File: src/hw/rtl/fnl_pkg.sv
// Shared types and constants of the FOR/NEXT loop stack.
package fnl_pkg;

  localparam int DATA_W    = 32;
  localparam int VAR_W     = 5;
  localparam int LINE_W    = 7;
  localparam int POS_W     = 7;
  localparam int DEPTH_W   = 4;
  localparam int CMD_W     = 3;
  localparam int STATUS_W  = 2;
  localparam int NUM_VARS  = 26;
  // Frame index carried along the cell chain, wide enough for stacks of up to 64 cells.
  localparam int STACK_IDX_W = 6;

  localparam logic [CMD_W-1:0] CMD_CLEAR = 3'd0;
  localparam logic [CMD_W-1:0] CMD_LET   = 3'd1;
  localparam logic [CMD_W-1:0] CMD_READ  = 3'd2;
  localparam logic [CMD_W-1:0] CMD_FOR   = 3'd3;
  localparam logic [CMD_W-1:0] CMD_NEXT  = 3'd4;

  localparam logic [STATUS_W-1:0] ST_OK       = 2'd0;
  localparam logic [STATUS_W-1:0] ST_OVERFLOW = 2'd1;
  localparam logic [STATUS_W-1:0] ST_NO_FOR   = 2'd2;

  typedef struct packed {
    logic [CMD_W-1:0]         cmd;
    logic [VAR_W-1:0]         var_index;
    logic                     has_var;
    logic signed [DATA_W-1:0] start_value;
    logic signed [DATA_W-1:0] end_value;
    logic signed [DATA_W-1:0] step_value;
    logic [LINE_W-1:0]        cur_line;
    logic [POS_W-1:0]         resume_pos;
  } in_item_t;

  typedef struct packed {
    logic [STATUS_W-1:0]      status;
    logic                     jump;
    logic [LINE_W-1:0]        jump_line;
    logic [POS_W-1:0]         jump_pos;
    logic signed [DATA_W-1:0] var_value;
    logic [DEPTH_W-1:0]       depth;
  } out_item_t;

  typedef struct packed {
    logic [VAR_W-1:0]         var_index;
    logic signed [DATA_W-1:0] end_value;
    logic signed [DATA_W-1:0] step_value;
    logic [LINE_W-1:0]        line;
    logic [POS_W-1:0]         pos;
  } frame_t;

  typedef struct packed {
    logic                   has_var;
    logic [VAR_W-1:0]       var_index;
  } query_t;

  typedef struct packed {
    logic                   found;
    logic [STACK_IDX_W-1:0] idx;
    frame_t                 frame;
  } link_t;

endpackage

File: src/hw/rtl/for_next_loop_stack_core.sv
// Top level of the FOR/NEXT loop stack: command sequencer, variable file and cell chain.
//
// Usage: the interpreter sends one command item on in_item (in_valid/in_stall)
// and gets exactly one result item back on out_item (out_valid/out_stall).
// Commands are clear, let, read and for and next; each result carries status,
// jump target, the variable value after the command and the stack depth.
// Items are handled one at a time: in_stall is high from the cycle after
// acceptance until the result has moved into the output register.
// Command flow: clear, let, read and for go from S_EXEC straight to S_FIN,
// where the result moves into the output register. For next, the frame
// search ripples through the chain of STACK_DEPTH stack cells, one
// registered cell per cycle, while S_SCAN waits; then the step add (S_ADD)
// and the end compare (S_CHECK) follow before S_FIN. The output register
// holds a finished result while the receiver
// stalls, and a new command can be accepted meanwhile; the sequencer only
// waits if a second result is ready before the first was taken.
// Reset clears the variable file to zero, empties the stack and drops any
// pending result. Frame cells are not cleared; only frames below the top
// of stack are ever consulted.
module for_next_loop_stack_core #(
  parameter int STACK_DEPTH   = 8,
  parameter int PROGRAM_LINES = 128,
  parameter int LINE_LENGTH   = 80
) (
  input  logic                clk,
  input  logic                rst_n,
  input  logic                in_valid,
  output logic                in_stall,
  input  fnl_pkg::in_item_t   in_item,
  output logic                out_valid,
  input  logic                out_stall,
  output fnl_pkg::out_item_t  out_item
);
  import fnl_pkg::*;

  localparam int TOP_W   = $clog2(STACK_DEPTH + 1);
  localparam int LINE_MAX = PROGRAM_LINES - 1;
  localparam int POS_MAX  = LINE_LENGTH - 1;

  typedef enum logic [2:0] {
    S_IDLE,
    S_EXEC,
    S_SCAN,
    S_ADD,
    S_CHECK,
    S_FIN
  } state_t;

  state_t                   state_r, state_nxt;
  logic [TOP_W-1:0]         cnt_r, cnt_nxt;
  in_item_t                 cmd_r, cmd_nxt;
  logic [TOP_W-1:0]         stack_top_r, stack_top_nxt;
  link_t                    match_r, match_nxt;
  logic signed [DATA_W-1:0] sum_r, sum_nxt;
  out_item_t                res_r, res_nxt;
  out_item_t                out_r, out_nxt;
  logic                     out_valid_r, out_valid_nxt;

  // Variable file: 26 registers, one write and one read per cycle.
  logic [DATA_W-1:0]        var_file_r [NUM_VARS];
  logic                     vf_clr;
  logic                     vf_we;
  logic [VAR_W-1:0]         vf_waddr;
  logic [DATA_W-1:0]        vf_wdata;
  logic [VAR_W-1:0]         rd_addr;
  logic [DATA_W-1:0]        rd_val;

  // Cell chain.
  link_t                    links [STACK_DEPTH+1];
  link_t                    chain_out;
  logic [STACK_DEPTH-1:0]   live;
  logic [STACK_DEPTH-1:0]   wr_en;
  logic                     push;
  frame_t                   push_frame;
  query_t                   query;

  logic [LINE_W-1:0]        line_sat;
  logic [POS_W-1:0]         pos_sat;
  logic                     var_ok;
  logic                     loop_done;
  logic [STACK_IDX_W:0]     match_next_top;

  assign chain_out = links[STACK_DEPTH];
  assign links[0]  = '0;
  assign query     = '{has_var: cmd_r.has_var, var_index: cmd_r.var_index};

  // Clamp the resume line and offset to the program's limits.
  assign line_sat = (int'(cmd_r.cur_line) > LINE_MAX) ? LINE_W'(LINE_MAX) : cmd_r.cur_line;
  assign pos_sat  = (int'(cmd_r.resume_pos) > POS_MAX) ? POS_W'(POS_MAX) : cmd_r.resume_pos;

  assign push_frame = '{var_index:  cmd_r.var_index,
                        end_value:  cmd_r.end_value,
                        step_value: cmd_r.step_value,
                        line:       line_sat,
                        pos:        pos_sat};

  genvar gi;
  generate
    for (gi = 0; gi < STACK_DEPTH; gi++) begin : g_cell
      assign live[gi]  = (int'(stack_top_r) > gi);
      assign wr_en[gi] = push && (stack_top_r == TOP_W'(gi));
      fnl_cell #(
        .INDEX(gi)
      ) u_cell (
        .clk     (clk),
        .rst_n   (rst_n),
        .live    (live[gi]),
        .query   (query),
        .wr_en   (wr_en[gi]),
        .wr_frame(push_frame),
        .link_in (links[gi]),
        .link_out(links[gi+1])
      );
    end
  endgenerate

  // Read the matched frame's variable during the add, otherwise the named one.
  assign rd_addr = (state_r == S_ADD && chain_out.found) ?
                   chain_out.frame.var_index : cmd_r.var_index;
  assign rd_val  = (int'(rd_addr) < NUM_VARS) ? var_file_r[rd_addr] : '0;
  assign var_ok  = (int'(cmd_r.var_index) < NUM_VARS);

  // Loop ends once the variable steps past the bound; a zero step never ends.
  assign loop_done = (($signed(match_r.frame.step_value) > 0) &&
                      (sum_r > $signed(match_r.frame.end_value))) ||
                     (($signed(match_r.frame.step_value) < 0) &&
                      (sum_r < $signed(match_r.frame.end_value)));

  assign match_next_top = {1'b0, match_r.idx} + (STACK_IDX_W+1)'(1);

  always_comb begin
    state_nxt     = state_r;
    cnt_nxt       = cnt_r;
    cmd_nxt       = cmd_r;
    stack_top_nxt = stack_top_r;
    match_nxt     = match_r;
    sum_nxt       = sum_r;
    res_nxt       = res_r;
    out_nxt       = out_r;
    out_valid_nxt = out_valid_r;
    vf_clr        = 1'b0;
    vf_we         = 1'b0;
    vf_waddr      = cmd_r.var_index;
    vf_wdata      = cmd_r.start_value;
    push          = 1'b0;

    // Drop the result once the receiver takes it.
    if (out_valid_r && !out_stall) begin
      out_valid_nxt = 1'b0;
    end

    case (state_r)
      S_IDLE: begin
        if (in_valid) begin
          cmd_nxt   = in_item;
          cnt_nxt   = TOP_W'(1);
          state_nxt = S_EXEC;
        end
      end
      S_EXEC: begin
        res_nxt   = '0;
        state_nxt = S_FIN;
        case (cmd_r.cmd)
          CMD_CLEAR: begin
            vf_clr        = 1'b1;
            stack_top_nxt = '0;
          end
          CMD_LET: begin
            if (var_ok) begin
              vf_we             = 1'b1;
              res_nxt.var_value = cmd_r.start_value;
            end
          end
          CMD_READ: begin
            res_nxt.var_value = rd_val;
          end
          CMD_FOR: begin
            if (var_ok) begin
              vf_we             = 1'b1;
              res_nxt.var_value = cmd_r.start_value;
              if (int'(stack_top_r) >= STACK_DEPTH) begin
                res_nxt.status = ST_OVERFLOW;
              end else begin
                push          = 1'b1;
                stack_top_nxt = stack_top_r + TOP_W'(1);
              end
            end
          end
          CMD_NEXT: begin
            // Wait for the search to ripple through every cell.
            cnt_nxt   = cnt_r + TOP_W'(1);
            state_nxt = (int'(cnt_r) >= STACK_DEPTH) ? S_ADD : S_SCAN;
          end
          default: begin
            res_nxt.var_value = rd_val;
          end
        endcase
      end
      S_SCAN: begin
        cnt_nxt = cnt_r + TOP_W'(1);
        if (int'(cnt_r) >= STACK_DEPTH) begin
          state_nxt = S_ADD;
        end
      end
      S_ADD: begin
        if (!chain_out.found) begin
          res_nxt.status    = ST_NO_FOR;
          res_nxt.var_value = cmd_r.has_var ? rd_val : '0;
          state_nxt         = S_FIN;
        end else begin
          match_nxt = chain_out;
          sum_nxt   = $signed(rd_val) + chain_out.frame.step_value;
          state_nxt = S_CHECK;
        end
      end
      S_CHECK: begin
        vf_we             = 1'b1;
        vf_waddr          = match_r.frame.var_index;
        vf_wdata          = sum_r;
        res_nxt.var_value = sum_r;
        if (loop_done) begin
          stack_top_nxt = TOP_W'(match_r.idx);
        end else begin
          // Pop everything above the matching frame and loop again.
          stack_top_nxt     = TOP_W'(match_next_top);
          res_nxt.jump      = 1'b1;
          res_nxt.jump_line = match_r.frame.line;
          res_nxt.jump_pos  = match_r.frame.pos;
        end
        state_nxt = S_FIN;
      end
      S_FIN: begin
        // Hold until the output register is free.
        if (!out_valid_r || !out_stall) begin
          out_nxt       = res_r;
          out_nxt.depth = DEPTH_W'(stack_top_r);
          out_valid_nxt = 1'b1;
          state_nxt     = S_IDLE;
        end
      end
      default: begin
        state_nxt = S_IDLE;
      end
    endcase
  end

  always_ff @(posedge clk) begin
    if (!rst_n) begin
      state_r     <= S_IDLE;
      stack_top_r <= '0;
      out_valid_r <= 1'b0;
      cnt_r       <= '0;
    end else begin
      state_r     <= state_nxt;
      stack_top_r <= stack_top_nxt;
      out_valid_r <= out_valid_nxt;
      cnt_r       <= cnt_nxt;
    end
    cmd_r   <= cmd_nxt;
    match_r <= match_nxt;
    sum_r   <= sum_nxt;
    res_r   <= res_nxt;
    out_r   <= out_nxt;
  end

  always_ff @(posedge clk) begin
    if (!rst_n || vf_clr) begin
      for (int i = 0; i < NUM_VARS; i++) begin
        var_file_r[i] <= '0;
      end
    end else if (vf_we && (int'(vf_waddr) < NUM_VARS)) begin
      var_file_r[vf_waddr] <= vf_wdata;
    end
  end

  assign in_stall  = (state_r != S_IDLE);
  assign out_valid = out_valid_r;
  assign out_item  = out_r;

endmodule

File: src/hw/rtl/fnl_cell.sv
// One stack cell: holds a FOR frame and forwards the highest match seen so far.
module fnl_cell #(
  parameter int INDEX = 0
) (
  input  logic           clk,
  input  logic           rst_n,
  input  logic           live,
  input  fnl_pkg::query_t query,
  input  logic           wr_en,
  input  fnl_pkg::frame_t wr_frame,
  input  fnl_pkg::link_t link_in,
  output fnl_pkg::link_t link_out
);
  import fnl_pkg::*;

  frame_t frame_r;
  link_t  link_r;
  link_t  link_nxt;
  logic   hit;

  // A frame above the top of stack never matches.
  assign hit = live && (!query.has_var || (frame_r.var_index == query.var_index));

  always_comb begin
    link_nxt = link_in;
    if (hit) begin
      link_nxt.found = 1'b1;
      link_nxt.idx   = STACK_IDX_W'(INDEX);
      link_nxt.frame = frame_r;
    end
  end

  always_ff @(posedge clk) begin
    if (wr_en) begin
      frame_r <= wr_frame;
    end
  end

  always_ff @(posedge clk) begin
    if (!rst_n) begin
      link_r <= '0;
    end else begin
      link_r <= link_nxt;
    end
  end

  assign link_out = link_r;

endmodule
File: config.mk
export PLATFORM = sky130hd
export DESIGN_NAME = for_next_loop_stack_core
export DESIGN_NICKNAME = d
export VERILOG_FILES = /design/src/hw/rtl/fnl_pkg.sv /design/src/hw/rtl/for_next_loop_stack_core.sv /design/src/hw/rtl/fnl_cell.sv
export SDC_FILE = /design/constraint.sdc
export NUM_CORES = 2
export LEC_CHECK = 0
export CELL_PAD_IN_SITES_DETAIL_PLACEMENT = 2
export CELL_PAD_IN_SITES_GLOBAL_PLACEMENT = 2
export CORE_UTILIZATION = 44
export DETAILED_ROUTE_END_ITERATION = 8
export DONT_BUFFER_PORTS = 1
export GPL_TIMING_DRIVEN = 0
export HOLD_SLACK_MARGIN = 0.05
export PLACE_DENSITY = 0.9
export SLEW_MARGIN = 20
export SYNTH_ARGS = -nofsm -noshare
export SYNTH_HDL_FRONTEND = slang
export SYNTH_HIERARCHICAL = 1
export SYNTH_SLANG_ARGS = --single-unit
File: constraint.sdc
create_clock -name clk -period 11.2 [get_ports clk]
set_input_delay 2.24 -clock clk [delete_from_list [all_inputs] [get_ports clk]]
set_output_delay 2.24 -clock clk [all_outputs]
set_load 0.01 [all_outputs]
==> run summary <==
RSZ-0062 raised after global routing - no
Pwr dens - 194.3 nW/µm²
First-pass GRT wire length - 628900 µm
CP required - 11.88 ns
Setup violators final - 0
Vias - 74160
Crit Path Class - flop to flop
Overall routed net length - 446200 µm
Hold-fix buffers at CTS - 0
Slowest-stage cell, CP - edfxtp_1
Total Power - 22360 µW
Mapped Cells - 8258
Post-layout min period - 9.855 ns
Clock Sinks - 2552
Vias in the first global route - 81620
Cell family with the largest share of critical-path delay - buffers and inverters
Worst-path cell chain - buf_2, inv_1, o22ai_2, buf_4, buf_2, clkbuf_1, clkbuf_1, buf_1, nand2_1, nand3_1, nand3_1, a21oi_1, o32a_1, ha_1, a21o_1, a21oi_1, maj3_1, and2_1, o311ai_1, nand3_1, nand2_1, a21oi_1, xnor2_1
Clock transition at the registers of the reported paths - 0.07 ns
Peak supply drop - 0.0001763 V
Max-slew violation count - 0
Final net count - 8898
Die height - 480.0 µm
FP Rows - 175
Worst-Skew Late Latency - 0.96 ns
# fillers - 21600
Status - finished, final reports clean
Final worst path period share - 0.8799
Buffers on Ports - 0
Core ar. - 227300 µm²
Design area - 115100 µm²
Initial antenna violation count - 27
Routed length per instance - 37.38 µm
Starting Density - 0.4424
Delay of the slowest cell on the worst path - 1.09 ns
Final hold vios - 0
CP arrival - 10.54 ns
TritonCTS clock tree - yes
Hold/Removal Path Class - flop to flop
Num CTS Buffers - 289
Clock buffer depth - 4
Worst slew pin tran - 1.267 ns
Clk Tree Root Cell - clkbuf_16
TritonRoute pass-1 iters - 6
Post-route ant nets - 0
Kind of start point of the critical path - flop
Largest net degree at the start of global routing - 65
Leakage - 0.04641 µW
Ports - 178
Detailed placer's ending HPWL - 276800 µm
Setup bufs post-CTS - 0
Rel. slew slack - 0.1554
Hold WS - 0.4014 ns
Htree depth - 5
Die area - 230400 µm²
CP endpoint kind - flop
Syn Area/Cell - 12.17 µm²
CTS resizes - 0
Drt drc - 0
Global route total overflow - 0
Synth Cell Area - 100500 µm²
Buffer and inverter count on the worst path - 7
Max Cap Viol - 0
Vias per inst - 6.213
DRT iter0 DRCs - 7821
Post-place instance area - 105900 µm²
Total GRT Usage - 0.3839
RePlAce Congestion - 0.9813
Max Freq - 101.5 MHz
Layout cells sized above 1 - 0.08176
Syn-to-layout area delta - 14.47%
Skew final - 0.07605 ns
CP Max Fanout - 17
Yosys warns - 6
Die extent in x - 480.0 µm
## where the power goes
group / switching [µW] / internal [µW]
logic: 1440 / 465
registers: 324 / 10500
clock network: 4250 / 5360
## cells in the final DEF, fill, tap and decap left out, drive strengths merged, types with 35 or more instances in the layout
master / n
nand2: 2094
edfxtp: 1836
nor2: 890
clkbuf: 811
mux2i: 783
dfxtp: 716
nand3: 368
buf: 245
a21oi: 147
inv: 118
conb: 88
clkinv: 79
ha: 65
o221ai: 50
xor2: 41
and3: 40
a21o: 39
xnor2: 38
o21ai: 38
a31oi: 37
o22ai: 35
## registers in the layout, summed over array words and instances, names as in the netlist
name and cells:
g_cell.u_cell/link_out 704, state_r 3, res_r 49, line_sat 7, stack_top_r 4, var_file_r 832, g_cell.u_cell/frame_r 664, cmd_r 112
sum_r 32, out_item 53, match_r 87, out_valid 1, cnt_r 4
## worst register-to-register path, cell delays in order (launching register included)
cell and delay [ns]:
edfxtp_1 1.09, buf_2 0.46, inv_1 0.14, o22ai_2 0.64, buf_4 0.41, buf_2 0.35, clkbuf_1 0.64, clkbuf_1 0.87
buf_1 0.94, nand2_1 0.12, nand3_1 0.13, nand3_1 0.15, a21oi_1 0.53, o32a_1 0.43, ha_1 0.39, a21o_1 0.24
a21oi_1 0.25, maj3_1 0.28, and2_1 0.18, o311ai_1 0.18, nand3_1 0.24, nand2_1 0.11, a21oi_1 0.69, xnor2_1 0.15
## layer usage
layer / GRT usage / vias to the layer above / wire length (µm)
met5: 0 / - / 171
met4: 0.3076 / 22 / 42760
met3: 0.08609 / 1912 / 32930
met2: 0.6587 / 4517 / 220200
met1: 0.4068 / 38190 / 150100
li1: - / 29510 / -
## per-stage QoR
stage | TNS (ns) | cells | worst slack, ns | utilization
global route | 0 | 11930 | 1.459 | 0.5062
floorplan | 0 | 8345 | 3.070 | -
CTS | 0 | 11910 | 1.805 | 0.5054
global placement | -63.92 | 11350 | -0.4230 | 0.4604
detailed placement | 0 | 11420 | 2.198 | 0.4660
finish | 0 | 11940 | 1.345 | 0.5063
## cell type report
cell class | instances | area (µm²) | area share
inverters | 118 | 445.4 | 0.003870
multi-input cells | 5091 | 28250 | 0.2455
clock buffers | 398 | 8148 | 0.07080
repair buffers | 74 | 1211 | 0.01052
well taps | 3009 | 3765 | 0.03271
plain buffers | 584 | 2977 | 0.02586
flip-flops and latches | 2552 | 69470 | 0.6036
clock inverters | 99 | 793.3 | 0.006893
diodes | 11 | 27.53 | 0.0002392
## path summary, 6_finish.rpt
| check | start | endpoint | slack, ns | depth (start not counted) |
|---|---|---|---|---|
| worst min-delay path | g_cell[7].u_cell/link_out[63] | match_r[63] | 0.40 | 0 |
| worst max register to register | cmd_r[112] | sum_r[31] | 1.34 | 23 |
| worst min register to register | g_cell[7].u_cell/link_out[63] | match_r[63] | 0.40 | 0 |
| worst max-delay path | cmd_r[112] | sum_r[31] | 1.34 | 23 |
No activity file was read; power rests on OpenSTA's default activity.
